<file path="src/rtl/core/srfc_pkg.sv">
// Shared types and constants for the sync-run frame capture block.
package srfc_pkg;

  localparam int unsigned ByteW  = 8;
  localparam int unsigned RunW   = 4;
  localparam int unsigned CfgIdxW = 2;
  localparam int unsigned CfgDataW = 8;

  localparam logic [RunW-1:0] RunMax = 4'd15;

  // Register indexes on the configuration port
  localparam logic [CfgIdxW-1:0] RegSyncValue   = 2'd0;
  localparam logic [CfgIdxW-1:0] RegSyncLength  = 2'd1;
  localparam logic [CfgIdxW-1:0] RegFrameLength = 2'd2;

  // Reset values of the registers
  localparam logic [ByteW-1:0] SyncValueRst   = 8'hFE;
  localparam logic [RunW-1:0]  SyncLengthRst  = 4'd5;
  localparam logic [ByteW-1:0] FrameLengthRst = 8'd40;

  typedef struct packed {
    logic [ByteW-1:0] sync_value;
    logic [RunW-1:0]  sync_length;
    logic [ByteW-1:0] frame_length;
  } srfc_cfg_t;

  typedef struct packed {
    logic             emit;
    logic [ByteW-1:0] payload_byte;
    logic [ByteW-1:0] byte_index;
    logic             frame_last;
  } srfc_res_t;

endpackage

</file>
<file path="src/rtl/core/srfc_cfg.sv">
// Configuration register file for the sync-run frame capture block.
module srfc_cfg
  import srfc_pkg::*;
(
  input  logic                clk,
  input  logic                rst,
  input  logic                cfg_we,
  input  logic [CfgIdxW-1:0]  cfg_index,
  input  logic [CfgDataW-1:0] cfg_wdata,
  output srfc_cfg_t           cfg
);

  // Write the addressed register; drop writes to unused indexes
  always_ff @(posedge clk) begin
    if (rst) begin
      cfg.sync_value   <= SyncValueRst;
      cfg.sync_length  <= SyncLengthRst;
      cfg.frame_length <= FrameLengthRst;
    end else if (cfg_we) begin
      unique case (cfg_index)
        RegSyncValue:   cfg.sync_value   <= cfg_wdata;
        RegSyncLength:  cfg.sync_length  <= cfg_wdata[RunW-1:0];
        RegFrameLength: cfg.frame_length <= cfg_wdata;
        default: ;
      endcase
    end
  end

endmodule

</file>
<file path="src/rtl/core/srfc_track.sv">
// Sync run counter and frame position tracking, one byte per transaction.
module srfc_track
  import srfc_pkg::*;
(
  input  logic             clk,
  input  logic             rst,
  input  logic             accept,
  input  logic [ByteW-1:0] rx_byte,
  input  srfc_cfg_t        cfg,
  output srfc_res_t        res
);

  logic [RunW-1:0]  match_run, match_run_next;
  logic             in_frame, in_frame_next;
  logic [ByteW-1:0] write_position, write_position_next;
  logic [ByteW-1:0] pos_inc;
  logic             last;

  // Update the run count, then decide start, emit or frame end
  always_comb begin
    if (rx_byte == cfg.sync_value) begin
      match_run_next = (match_run == RunMax) ? match_run : match_run + 1'b1;
    end else begin
      match_run_next = '0;
    end

    pos_inc             = write_position + 1'b1;
    last                = (pos_inc == cfg.frame_length);
    in_frame_next       = in_frame;
    write_position_next = write_position;

    if (!in_frame) begin
      if (match_run_next >= cfg.sync_length) begin
        in_frame_next       = 1'b1;
        write_position_next = '0;
      end
    end else if (last) begin
      in_frame_next       = 1'b0;
      write_position_next = '0;
    end else begin
      write_position_next = pos_inc;
    end

    res.emit         = in_frame;
    res.payload_byte = rx_byte;
    res.byte_index   = write_position;
    res.frame_last   = last;
  end

  // Advance state on each accepted transaction
  always_ff @(posedge clk) begin
    if (rst) begin
      match_run      <= '0;
      in_frame       <= 1'b0;
      write_position <= '0;
    end else if (accept) begin
      match_run      <= match_run_next;
      in_frame       <= in_frame_next;
      write_position <= write_position_next;
    end
  end

endmodule

</file>
<file path="src/rtl/core/srfc_out.sv">
// Result register with valid/stall handshake toward the consumer.
module srfc_out
  import srfc_pkg::*;
(
  input  logic             clk,
  input  logic             rst,
  input  logic             accept,
  input  srfc_res_t        res,
  output logic             busy,
  output logic             res_valid,
  input  logic             res_stall,
  output logic [ByteW-1:0] payload_byte,
  output logic [ByteW-1:0] byte_index,
  output logic             frame_last
);

  logic load;

  // Load when the register is empty or its transaction completes this cycle
  assign busy = res_valid && res_stall;
  assign load = !busy;

  always_ff @(posedge clk) begin
    if (rst) begin
      res_valid <= 1'b0;
    end else if (load) begin
      res_valid <= accept && res.emit;
    end
  end

  // Hold payload while stalled
  always_ff @(posedge clk) begin
    if (load && accept && res.emit) begin
      payload_byte <= res.payload_byte;
      byte_index   <= res.byte_index;
      frame_last   <= res.frame_last;
    end
  end

endmodule

</file>
<file path="src/rtl/core/sync_run_frame_capture.sv">
// Top level: preamble-synchronized fixed-length byte deframer.
// A payload byte appears on the result port in the cycle after it is accepted.
// Throughput: one byte per cycle; input stalls only while a result is held stalled.
// The single result register and the run/position update on each accepted byte set that rate.
// Reset (rst, synchronous) clears the run count and position, leaves the frame
// state idle, and loads sync value 0xFE, sync length 5 and frame length 40.
module sync_run_frame_capture
  import srfc_pkg::*;
(
  input  logic                clk,
  input  logic                rst,
  input  logic                cfg_we,
  input  logic [CfgIdxW-1:0]  cfg_index,
  input  logic [CfgDataW-1:0] cfg_wdata,
  input  logic                rx_valid,
  output logic                rx_stall,
  input  logic [ByteW-1:0]    rx_byte,
  output logic                res_valid,
  input  logic                res_stall,
  output logic [ByteW-1:0]    payload_byte,
  output logic [ByteW-1:0]    byte_index,
  output logic                frame_last
);

  srfc_cfg_t cfg;
  srfc_res_t res;
  logic      busy;
  logic      accept;

  // Take a byte whenever the result register can take its result
  assign rx_stall = busy;
  assign accept   = rx_valid && !busy;

  srfc_cfg u_cfg (
    .clk       (clk),
    .rst       (rst),
    .cfg_we    (cfg_we),
    .cfg_index (cfg_index),
    .cfg_wdata (cfg_wdata),
    .cfg       (cfg)
  );

  srfc_track u_track (
    .clk     (clk),
    .rst     (rst),
    .accept  (accept),
    .rx_byte (rx_byte),
    .cfg     (cfg),
    .res     (res)
  );

  srfc_out u_out (
    .clk          (clk),
    .rst          (rst),
    .accept       (accept),
    .res          (res),
    .busy         (busy),
    .res_valid    (res_valid),
    .res_stall    (res_stall),
    .payload_byte (payload_byte),
    .byte_index   (byte_index),
    .frame_last   (frame_last)
  );

endmodule
</file>
<file path="config.mk">
export PLATFORM = sky130hd
export DESIGN_NAME = sync_run_frame_capture
export DESIGN_NICKNAME = d
export VERILOG_FILES = /design/src/rtl/core/srfc_pkg.sv /design/src/rtl/core/srfc_cfg.sv /design/src/rtl/core/srfc_track.sv /design/src/rtl/core/srfc_out.sv /design/src/rtl/core/sync_run_frame_capture.sv
export SDC_FILE = /design/constraint.sdc
export NUM_CORES = 1
export LEC_CHECK = 0
export ABC_AREA = 1
export ABC_CLOCK_PERIOD_IN_PS = 2700
export BUFFER_PORTS_ARGS = -buffer_cell sky130_fd_sc_hd__buf_2
export CORE_MARGIN = 2
export CORE_UTILIZATION = 35
export CTS_CLUSTER_SIZE = 40
export DETAILED_ROUTE_END_ITERATION = 10
export HOLD_SLACK_MARGIN = 0.03
export SLEW_MARGIN = 20
export SYNTH_ARGS = -nofsm -noshare
export SYNTH_HDL_FRONTEND = slang
export SYNTH_SLANG_ARGS = --single-unit
</file>
<file path="constraint.sdc">
create_clock -name clk -period 2.7 [get_ports clk]
set_input_delay 0.54 -clock clk [delete_from_list [all_inputs] [get_ports clk]]
set_output_delay 0.54 -clock clk [all_outputs]
set_load 0.1 [all_outputs]
</file>
==> results of run 1 <==
flip-flops by register name, summed over array words and instances, names as in the netlist:
signal	cells
u_track.write_position	8
u_out.res_valid	1
u_cfg.cfg	20
u_out.payload_byte	8
u_track.match_run	4
u_out.frame_last	1
u_out.byte_index	8
u_track.in_frame	1
per-stage QoR:
step / hold slack (ps) / setup WS (ps) / cell area (sq um) / util
after global routing: 414.4 / -62.40 / 3107 / 0.4523
after detailed placement: 461.7 / -240.6 / 2860 / 0.4164
final: 406.5 / 93.73 / 3107 / 0.4523
after CTS: 404.7 / 11.95 / 3027 / 0.4406
after global placement: 453.6 / -141.2 / 2860 / 0.4164
after floorplan: 409.5 / 90.27 / 2501 / -
synthesized netlist by cell type (all sizes together) (2+ instances only):
| library cell | instances | area [sq um] |
|---|---|---|
| a21oi | 20 | 130.1 |
| xor2 | 5 | 43.79 |
| nor2 | 25 | 128.9 |
| nor3 | 3 | 25.02 |
| dfxtp | 34 | 680.7 |
| o211ai | 3 | 22.52 |
| or2 | 3 | 18.77 |
| xnor2 | 6 | 52.55 |
| nand3 | 37 | 240.2 |
| ha | 6 | 75.07 |
| nand2 | 54 | 225.2 |
| inv | 36 | 135.1 |
| buf | 2 | 15.01 |
| edfxtp | 17 | 510.5 |
| nand4 | 5 | 31.28 |
| clkbuf | 4 | 18.77 |
| o21ai | 23 | 118.9 |
per-layer routing:
| layer | GRT usage | vias up | part of all wire | routed length [microns] |
|---|---|---|---|---|
| met2 | 0.2433 | 48 | 0.47 | 2592 |
| met5 | 0 | - | 0 | 0 |
| met4 | 0.05785 | 0 | 0.024 | 130 |
| met3 | 0.03825 | 12 | 0.047 | 256 |
| li1 | - | 1064 | - | - |
| met1 | 0.1761 | 978 | 0.46 | 2496 |
final timing paths:
check / to / slack (ps) / cells past startpoint
max reg2reg: u_track.write_position[2]$_SDFFE_PP0P_ / 110 / 15
min: u_track.write_position[0]$_SDFFE_PP0P_ / 410 / 2
max: u_track.write_position[2]$_SDFFE_PP0P_ / 90 / 16
min reg2reg: u_cfg.cfg[13]$_SDFFE_PP1P_ / 470 / 2
critical path: cells and delay by family:
kind,cells,cell delay [ps]
xor+xnor,1,150
compound gates,2,180
fa+ha+maj,1,230
simple gates,7,1090
buf+inv,5,670
where the power goes:
part | switching (W) | internal, W | total, W
clock | 0.000258 | 0.000370 | 0.000629
sequential | 0.0000168 | 0.000812 | 0.000829
combinational | 0.0000836 | 0.0000544 | 0.000138
final cells by class:
cell class | instances | share of cell area
clock buffer | 6 | 0.02336
inverter | 36 | 0.04470
sequential | 51 | 0.3854
clock inverter | 2 | 0.01933
multi-input combinational | 193 | 0.3790
tap | 96 | 0.03866
timing repair inverter | 1 | 0.002416
timing repair buffer | 56 | 0.1071
cells by family (layout without fill, tap and decap cells):
family,Yosys count,count (layout)
AND/OR/NAND/NOR,127,127
flip-flops,51,51
AO/OA/AOI/OAI,48,48
buffers and inverters,42,101
XOR/XNOR,11,11
adder cells (fa/ha/maj),6,6
multiplexers,1,1
repair_timing:
action | 4_1_cts | 5_1_grt
setup buffers | 4 | 2
cloned | 0 | 1
pin swaps | 0 | 2
endpoints found under the setup margin | 7 | 9
resized for setup | 2 | 26
==> impl_metrics.toml, run 1 <==
[grt]
grt_pass1_wl_mm = 8.783
first_global_vias = 1939
grt_antenna_before_repair = 0
grt_max_degree = 31
grt_use_total = 0.1446
grt-ovfl-total = 0

[synth]
synth_top_family_by_area = "simple AND/OR/NAND/NOR gates"
synth_ff_type = "dfxtp_1"
synth.yosys.warnings = 0
syn-num-nets = 315
synthCells = 286
synth_edf_count = 17
synth_fa_ha_area_frac = 0.03005
syn_area_per_cell_sq_um = 8.737
yosysSeqAreaShare = 0.4767
synth_compound_area_frac = 0.1147
ys_ff_latch = 51
synth_simple_gate_area_frac = 0.2679
synth-xor-area-share = 0.03856
async_flop_share = 0
synth.area.mux_share = 0.004507
synth.distinct_cells = 30
syn_area_sq_um = 2499

[timing]
worst_pin_slew_ps = 893.7
finalSetupViolations = 0
max_slew_margin = 0.4036
fmax_ghz = 0.3837
slew_viol_final = 0
worst_clock_skew_ps = 3.818
hold_viol = 0
fin_crit_sh = 0.9653
fin_tns_setup_ps = 0
period_needed_ps = 2606

[floorplanning]
core_sq_um = 6869
initial_core_util = 0.3638
fp.dieH_microns = 88.49
dieWidth_microns = 88.49
row_count = 30
die_area_sq_um = 7830
ios = 42

[layout]
mostFrequentLayoutCells = "nand2_1, buf_2, inv_1"
drive_gt1_frac = 0.3478
syn_to_final_growth_pct = 24.34
antenna_cells = 0
multi_input_area_sq_um = 1177
fillers = 673
nNetsFinal = 373
final_common_cell = "nand2_1"
finalNonFillerCells = 441
seq_area_sq_um = 1197

[worst_setup_path]
startpoint = "rx_byte[1]"
cp_cell_sequence = "buf_2 > xnor2_1 > nand2_1 > nor3_2 > nand4_1 > or2_4 > inv_1 > ha_1 > inv_1 > o21bai_1 > nand3_1 > nand4_1 > nand2_2 > clkinvlp_4 > buf_6 > a21oi_2"
path_class = "primary input to flip-flop"
crit_fanout = 8
worstPathRequired_ps = 2950
crit_slowest_cell = "or2_4"
critPathMaxStageDelay_ps = 320
start_kind = "primary input"
arrival_ps = 2850
r2r_start = "u_cfg.cfg[12]$_SDFFE_PP0P_"
end_kind = "flip-flop"

[job]
drv_cap = 0

[route]
drt_wl_total_mm = 5.476
wl_per_cell_microns = 12.42
vias_per_cell = 4.766
drt_first_pass_iters = 4
via_count = 2102
ant_nets = 0
drcViolationCount = 0
initialDrtViolationCount = 89

[place]
placedCellCount = 426
portBuffers = 41
hpwl_mm = 3.834
gp_congestion = 0.8295

[hold_path]
min_from = "rst"
hold_path_class = "primary input to flip-flop"

[cts]
clock_tree.buffer_depth = 2
cts_sinks = 51
cts_hold_buf = 0
cts_buffers = 5
cts_htree_levels = 2
cts.clk_slew.worst_paths_ps = 90
clk-insertion-delay-late_ps = 310
cts_root_buf = "clkbuf_8"
cts_tree = "yes"

[pwr]
vdd_drop_max_v = 0.0002301
power_leakage_nw = 1.324
fin_total_pwr_w = 0.001595
power_density_nw_per_um2 = 513.5

[run_status]
run_status = "finished clean"
No activity file was read; power rests on OpenSTA's default activity.
==> run 2, diff against run 1 <==
Settings changed: ABC_CLOCK_PERIOD_IN_PS 2700 to 2500.
Clock period 2.7 ns to 2.5 ns, I/O delays scaled along.
==> run 2 against run 1 <==
First-iteration DRC count up 18%. Via count down 2.9%. Clock power down 25%. Core utilization down 0.11 points. Final cell count up 0.45%. Combinational power up 12%. Critical path type is now flip-flop to flip-flop. Routed wire length down 3.4%. Non-clock buffer count up 3. Global-route usage down 0.21 points. Largest power group unchanged. Critical path depth down 3. Sequential cell count unchanged. Total power down 4.6%.
==> impl_metrics.toml, run 2 (same netlist as run 1, synthesis figures left out) <==
[layout]
largest_register_ffs = 20
utilization = 0.4512
drive_gt1_frac = 0.3746
nNetsFinal = 375
top_register = "u_cfg.cfg"
fillers = 696
mostFrequentLayoutCells = "nand2_1, buf_2, inv_1"
antenna_cells = 0
stdcell_area_sq_um = 3099
syn_to_final_growth_pct = 24.04
final_common_cell = "nand2_1"

[worst_setup_path]
start_kind = "flip-flop"
path_class = "flip-flop to flip-flop"
arrival_ps = 2670
crit_fanout = 8
critPathMaxStageDelay_ps = 360
cp_cell_sequence = "xnor2_2 > nand2_1 > nor3_2 > nand4_1 > or2_2 > ha_1 > nand4_1 > nand4_1 > nand2_2 > clkinvlp_4 > buf_6 > buf_4 > a21oi_2"
worstPathRequired_ps = 2750
end_kind = "flip-flop"
critical_path.most_common_cell = "nand4_1"
path_delay_family = "simple AND/OR/NAND/NOR gates"
crit_slowest_cell = "dfxtp_2"
cp_num_buf_inv = 3

[timing]
worst_clock_skew_ps = 5.969
period_needed_ps = 2422
fin_crit_sh = 0.9687
fmax_ghz = 0.4129
finalSetupViolations = 0
rsz0062_at_grt = "yes"
slew_viol_final = 0
worst_pin_slew_ps = 538.3
max_slew_margin = 0.6392
hold_viol = 0

[cts]
cts.clk_slew.worst_paths_ps = 90
clk-insertion-delay-late_ps = 300
clock_tree.buffer_depth = 2
cts_sinks = 51
cts_htree_levels = 2
cts_buffers = 5
cts_root_buf = "clkbuf_8"
cts_tree = "yes"
cts_hold_buf = 0

[floorplanning]
row_count = 30
dieWidth_microns = 88.49
core_sq_um = 6869
ios = 42
fp.dieH_microns = 88.49
die_area_sq_um = 7830
initial_core_util = 0.3638

[route]
drcViolationCount = 0
vias_per_cell = 4.609
via_count = 2042
initialDrtViolationCount = 105
drt_first_pass_iters = 4
wl_per_cell_microns = 11.95
ant_nets = 0
drt_wl_total_mm = 5.292

[place]
portBuffers = 41
placed_area_sq_um = 2892
hpwl_mm = 3.838
gp_congestion = 0.7821

[pwr]
internal-power_w = 0.001136
pwr-share-clk = 0.310
power_switching_share = 0.2541
vdd_drop_max_v = 0.0001543
power_switching_w = 0.0003868
power_density_nw_per_um2 = 491.3
power_leakage_nw = 1.318
seqPwrFrac = 0.588
p_comb_frac = 0.102
fin_total_pwr_w = 0.001523

[hold_path]
hold_path_class = "primary input to flip-flop"

[grt]
grt_use_total = 0.1424
grt_pass1_wl_mm = 8.562
grt-ovfl-total = 0
grt_antenna_before_repair = 0
grt_max_degree = 33
first_global_vias = 1848

[job]
drv_cap = 0

[run_status]
run_status = "finished clean"
-- run 2: cell types whose count changed in the layout (fill, tap and decap cells not counted), sizes merged --
cell	previous run	this run
clkinv	0	1
buf	56	59
bufinv	2	0
clkbuf	6	5
clkinvlp	2	3
-- run 2: worst reg2reg max path, delay by kind of cell (launching register included) --
family / cells / cell delay [ps]
AND/OR/NAND/NOR: 7 / 1140
buffers and inverters: 3 / 380
flip-flops: 1 / 360
adder cells (fa/ha/maj): 1 / 280
AO/OA/AOI/OAI: 1 / 110
XOR/XNOR: 1 / 100
-- run 2: repair_timing --
action | 4_1_cts | 5_1_grt
gates resized for setup | 4 | 28
buffers inserted | 3 | 2
pin swaps | 1 | 8
setup endpoints to repair | 8 | 9
-- run 2: power groups by stage --
stage	Sequential (W)	Combinational, W	Clock, W
floorplan	0.000917	0.0000851	0
global placement	0.000912	0.000142	0
detailed placement	0.000912	0.000144	0
CTS	0.000893	0.000147	0.000490
global route	0.000898	0.000174	0.000520
finish	0.000895	0.000155	0.000472
-- run 2: per-layer routing --
metal | vias to the layer above | GRT usage | part of all wire
li1 | 1066 | - | -
met1 | 942 | 0.1837 | 0.46
met2 | 32 | 0.2351 | 0.49
met3 | 2 | 0.03545 | 0.042
met4 | 0 | 0.04545 | 0.0066
met5 | - | 0 | 0
-- run 2: cell type report --
cell class              instances  area [sq um]  area share
repair buffers                 59         351.6      0.1134
flip-flops and latches         51          1197      0.3864
inverters                      36         138.9     0.04481
clock buffers                   5         68.82     0.02220
well taps                      96         120.1     0.03876
multi-input cells             193          1202      0.3880
clock inverters                 3         20.02    0.006459
-- run 2: final timing paths --
path	from	end	slack, ps	cells past startpoint
min	rst	u_track.write_position[0]$_SDFFE_PP0P_	380	2
min reg2reg	u_cfg.cfg[18]$_SDFFE_PP1P_	u_cfg.cfg[18]$_SDFFE_PP1P_	470	2
max	u_cfg.cfg[13]$_SDFFE_PP1P_	u_track.write_position[6]$_SDFFE_PP0P_	80	13
max reg2reg	u_cfg.cfg[13]$_SDFFE_PP1P_	u_track.write_position[6]$_SDFFE_PP0P_	80	13
-- run 2: through the flow --
stage / hold slack (ps) / std cells / setup slack, ps / TNS, ps
3_3_place_gp: 455.4 / 430 / -229.3 / -1823
2_1_floorplan: 409.5 / 286 / 88.62 / 0
5_1_grt: 361.4 / 443 / -44.94 / -279.2
6_report: 376.3 / 443 / 78.16 / 0
4_1_cts: 366.3 / 441 / 17.35 / 0
3_5_place_dp: 455.9 / 430 / -311.4 / -2506
==> run 3, diff against run 2 <==
--- a/config.mk
+++ b/config.mk
@@ -9,4 +9,5 @@
 export ABC_CLOCK_PERIOD_IN_PS = 2500
 export BUFFER_PORTS_ARGS = -buffer_cell sky130_fd_sc_hd__buf_2
+export CORE_ASPECT_RATIO = 0.7
 export CORE_MARGIN = 2
 export CORE_UTILIZATION = 35
==> constraint.sdc (replaced) <==
create_clock -name clk -period 2.5 [get_ports clk]
set_input_delay 0.5 -clock clk [delete_from_list [all_inputs] [get_ports clk]]
set_output_delay 0.5 -clock clk [all_outputs]
set_load 0.02 [all_outputs]
==> run 3 against run 2 <==
Final cell count grew 0.90%. Worst setup slack better by 46 ps. Clock skew is 8.8 ps higher. Via count down 0.24%. Design area rose by 2.5%. Non-clock buffer count increased by 6. Register-to-register slack better by 50 ps. Routed wire length rose by 2.4%. Sequential share of layout area shrank 1.1 points. Critical path type unchanged. Critical endpoint is now u_track.write_position[2]$_SDFFE_PP0P_. Largest power group unchanged. Highest routed layer unchanged.
==> impl_metrics.toml, run 3 (same netlist as run 1, synthesis figures left out) <==
[cts]
cts_root_buf = "clkbuf_8"
clock_tree.buffer_depth = 2
cts_buffers = 5
cts_htree_levels = 2
cts_tree = "yes"
clk-insertion-delay-late_ps = 310
cts.clk_slew.worst_paths_ps = 90
cts_sinks = 51
cts_hold_buf = 0

[layout]
nNetsFinal = 381
syn_to_final_growth_pct = 27.19
final_common_cell = "nand2_1"
mostFrequentLayoutCells = "nand2_1, buf_2, dfxtp_1"
fillers = 690
drive_gt1_frac = 0.3739
largest_register_ffs = 20
antenna_cells = 0
top_register = "u_cfg.cfg"
utilization = 0.4661

[worst_setup_path]
cp_cell_sequence = "xnor2_2 > nand2_1 > nor3_2 > nand4_1 > buf_6 > or2_4 > inv_4 > ha_4 > inv_2 > o21bai_1 > nand3_1 > nand4_1 > nand2_2 > clkinvlp_4 > buf_6 > o21ai_2 > a21oi_2"
worstReg2RegEnd = "u_track.write_position[2]$_SDFFE_PP0P_"
worstPathRequired_ps = 2700
rrSetupSlack_ps = 120
r2r_start = "u_cfg.cfg[13]$_SDFFE_PP1P_"
crit_fanout = 7
critPathMaxStageDelay_ps = 360
start_kind = "flip-flop"
path_class = "flip-flop to flip-flop"
end_kind = "flip-flop"
cp_num_buf_inv = 5
path_delay_family = "simple AND/OR/NAND/NOR gates"
crit_slowest_cell = "dfxtp_2"
reg2reg_depth = 17
arrival_ps = 2580

[place]
hpwl_mm = 3.935
portBuffers = 41
gp_congestion = 0.8336
preCtsSetupSlack_ps = -429.4

[grt]
first_global_vias = 1955
grt_antenna_before_repair = 0
grt_use_total = 0.1478
grt-ovfl-total = 0
grt_max_degree = 23
grt_pass1_wl_mm = 9.142

[hold_path]
min_to = "u_track.write_position[0]$_SDFFE_PP0P_"
min_from = "rst"
whs_path_depth = 2
hold_path_class = "primary input to flip-flop"

[timing]
holdWs_ps = 377.1
finalSetupViolations = 0
max_slew_margin = 0.7683
fin_tns_setup_ps = 0
fin_crit_sh = 0.9503
worst_clock_skew_ps = 14.80
slew_viol_final = 0
fmax_ghz = 0.4209
period_needed_ps = 2376
worst_slack_ps = 124.3
rsz0062_at_grt = "yes"
hold_viol = 0
worst_pin_slew_ps = 347.1

[route]
drcViolationCount = 0
drt_wl_total_mm = 5.417
drt_first_pass_iters = 4
vias_per_cell = 4.557
wl_per_cell_microns = 12.12
via_count = 2037
initialDrtViolationCount = 77
ant_nets = 0

[pwr]
fin_total_pwr_w = 0.001557
power_leakage_nw = 1.361
power_density_nw_per_um2 = 490.0
vdd_drop_max_v = 0.0002557

[floorplanning]
row_count = 25
core_sq_um = 6819
dieWidth_microns = 105.0
die_area_sq_um = 7841
fp.dieH_microns = 74.69
ios = 42
initial_core_util = 0.3664

[job]
drv_cap = 0

[run_status]
run_status = "finished clean"
==> run 3: how the worst max path moves through the flow <==
stage                                            from                                     end  slack [ps]  cells past startpoint
floorplan           u_track.match_run[0]$_SDFFE_PP0P_  u_track.write_position[7]$_SDFFE_PP0P_          90                     16
global placement                           rx_byte[1]  u_track.write_position[6]$_SDFFE_PP0P_        -300                     16
detailed placement                         rx_byte[1]  u_track.write_position[2]$_SDFFE_PP0P_        -430                     16
CTS                        u_cfg.cfg[13]$_SDFFE_PP1P_  u_track.write_position[1]$_SDFFE_PP0P_          20                     17
global route               u_cfg.cfg[13]$_SDFFE_PP1P_  u_track.write_position[2]$_SDFFE_PP0P_         -70                     17
finish                     u_cfg.cfg[13]$_SDFFE_PP1P_  u_track.write_position[2]$_SDFFE_PP0P_         120                     17
==> run 3: through the flow <==
step | cells | instance area [sq um]
6_report | 447 | 3178
2_1_floorplan | 286 | 2499
4_1_cts | 446 | 3070
5_1_grt | 447 | 3178
3_5_place_dp | 433 | 2923
3_3_place_gp | 433 | 2923
==> run 3: cell type report <==
| type | instances | area (sq um) | area share |
|---|---|---|---|
| timing repair buffer | 65 | 419.2 | 0.1319 |
| clock buffer | 6 | 82.58 | 0.02598 |
| sequential | 51 | 1194 | 0.3756 |
| inverter | 36 | 141.4 | 0.04449 |
| multi-input combinational | 193 | 1207 | 0.3799 |
| clock inverter | 2 | 16.27 | 0.005118 |
| tap | 94 | 117.6 | 0.03701 |
==> run 3: report_power, final <==
group,internal (W),switching [W],total [W],leakage [nW]
sequential,0.000877,0.0000169,0.000894,0.433
clock,0.000226,0.000286,0.000513,0.0474
combinational,0.0000655,0.0000852,0.000151,0.881
total,0.00117,0.000388,0.00156,1.36
==> run 3: what timing repair did <==
action / 4_1_cts / 5_1_grt
pin swaps: 1 / 16
setup endpoints to repair: 8 / 8
buffers inserted: 5 / 1
resized for setup: 7 / 32
==> run 3: metal layers <==
layer  vias to the layer above  GRT usage  share of wire
met5                         -          0              0
li1                       1083          -              -
met4                         0    0.03556         0.0028
met2                        37     0.2381           0.44
met3                         2    0.04589          0.047
met1                       915     0.1981           0.51
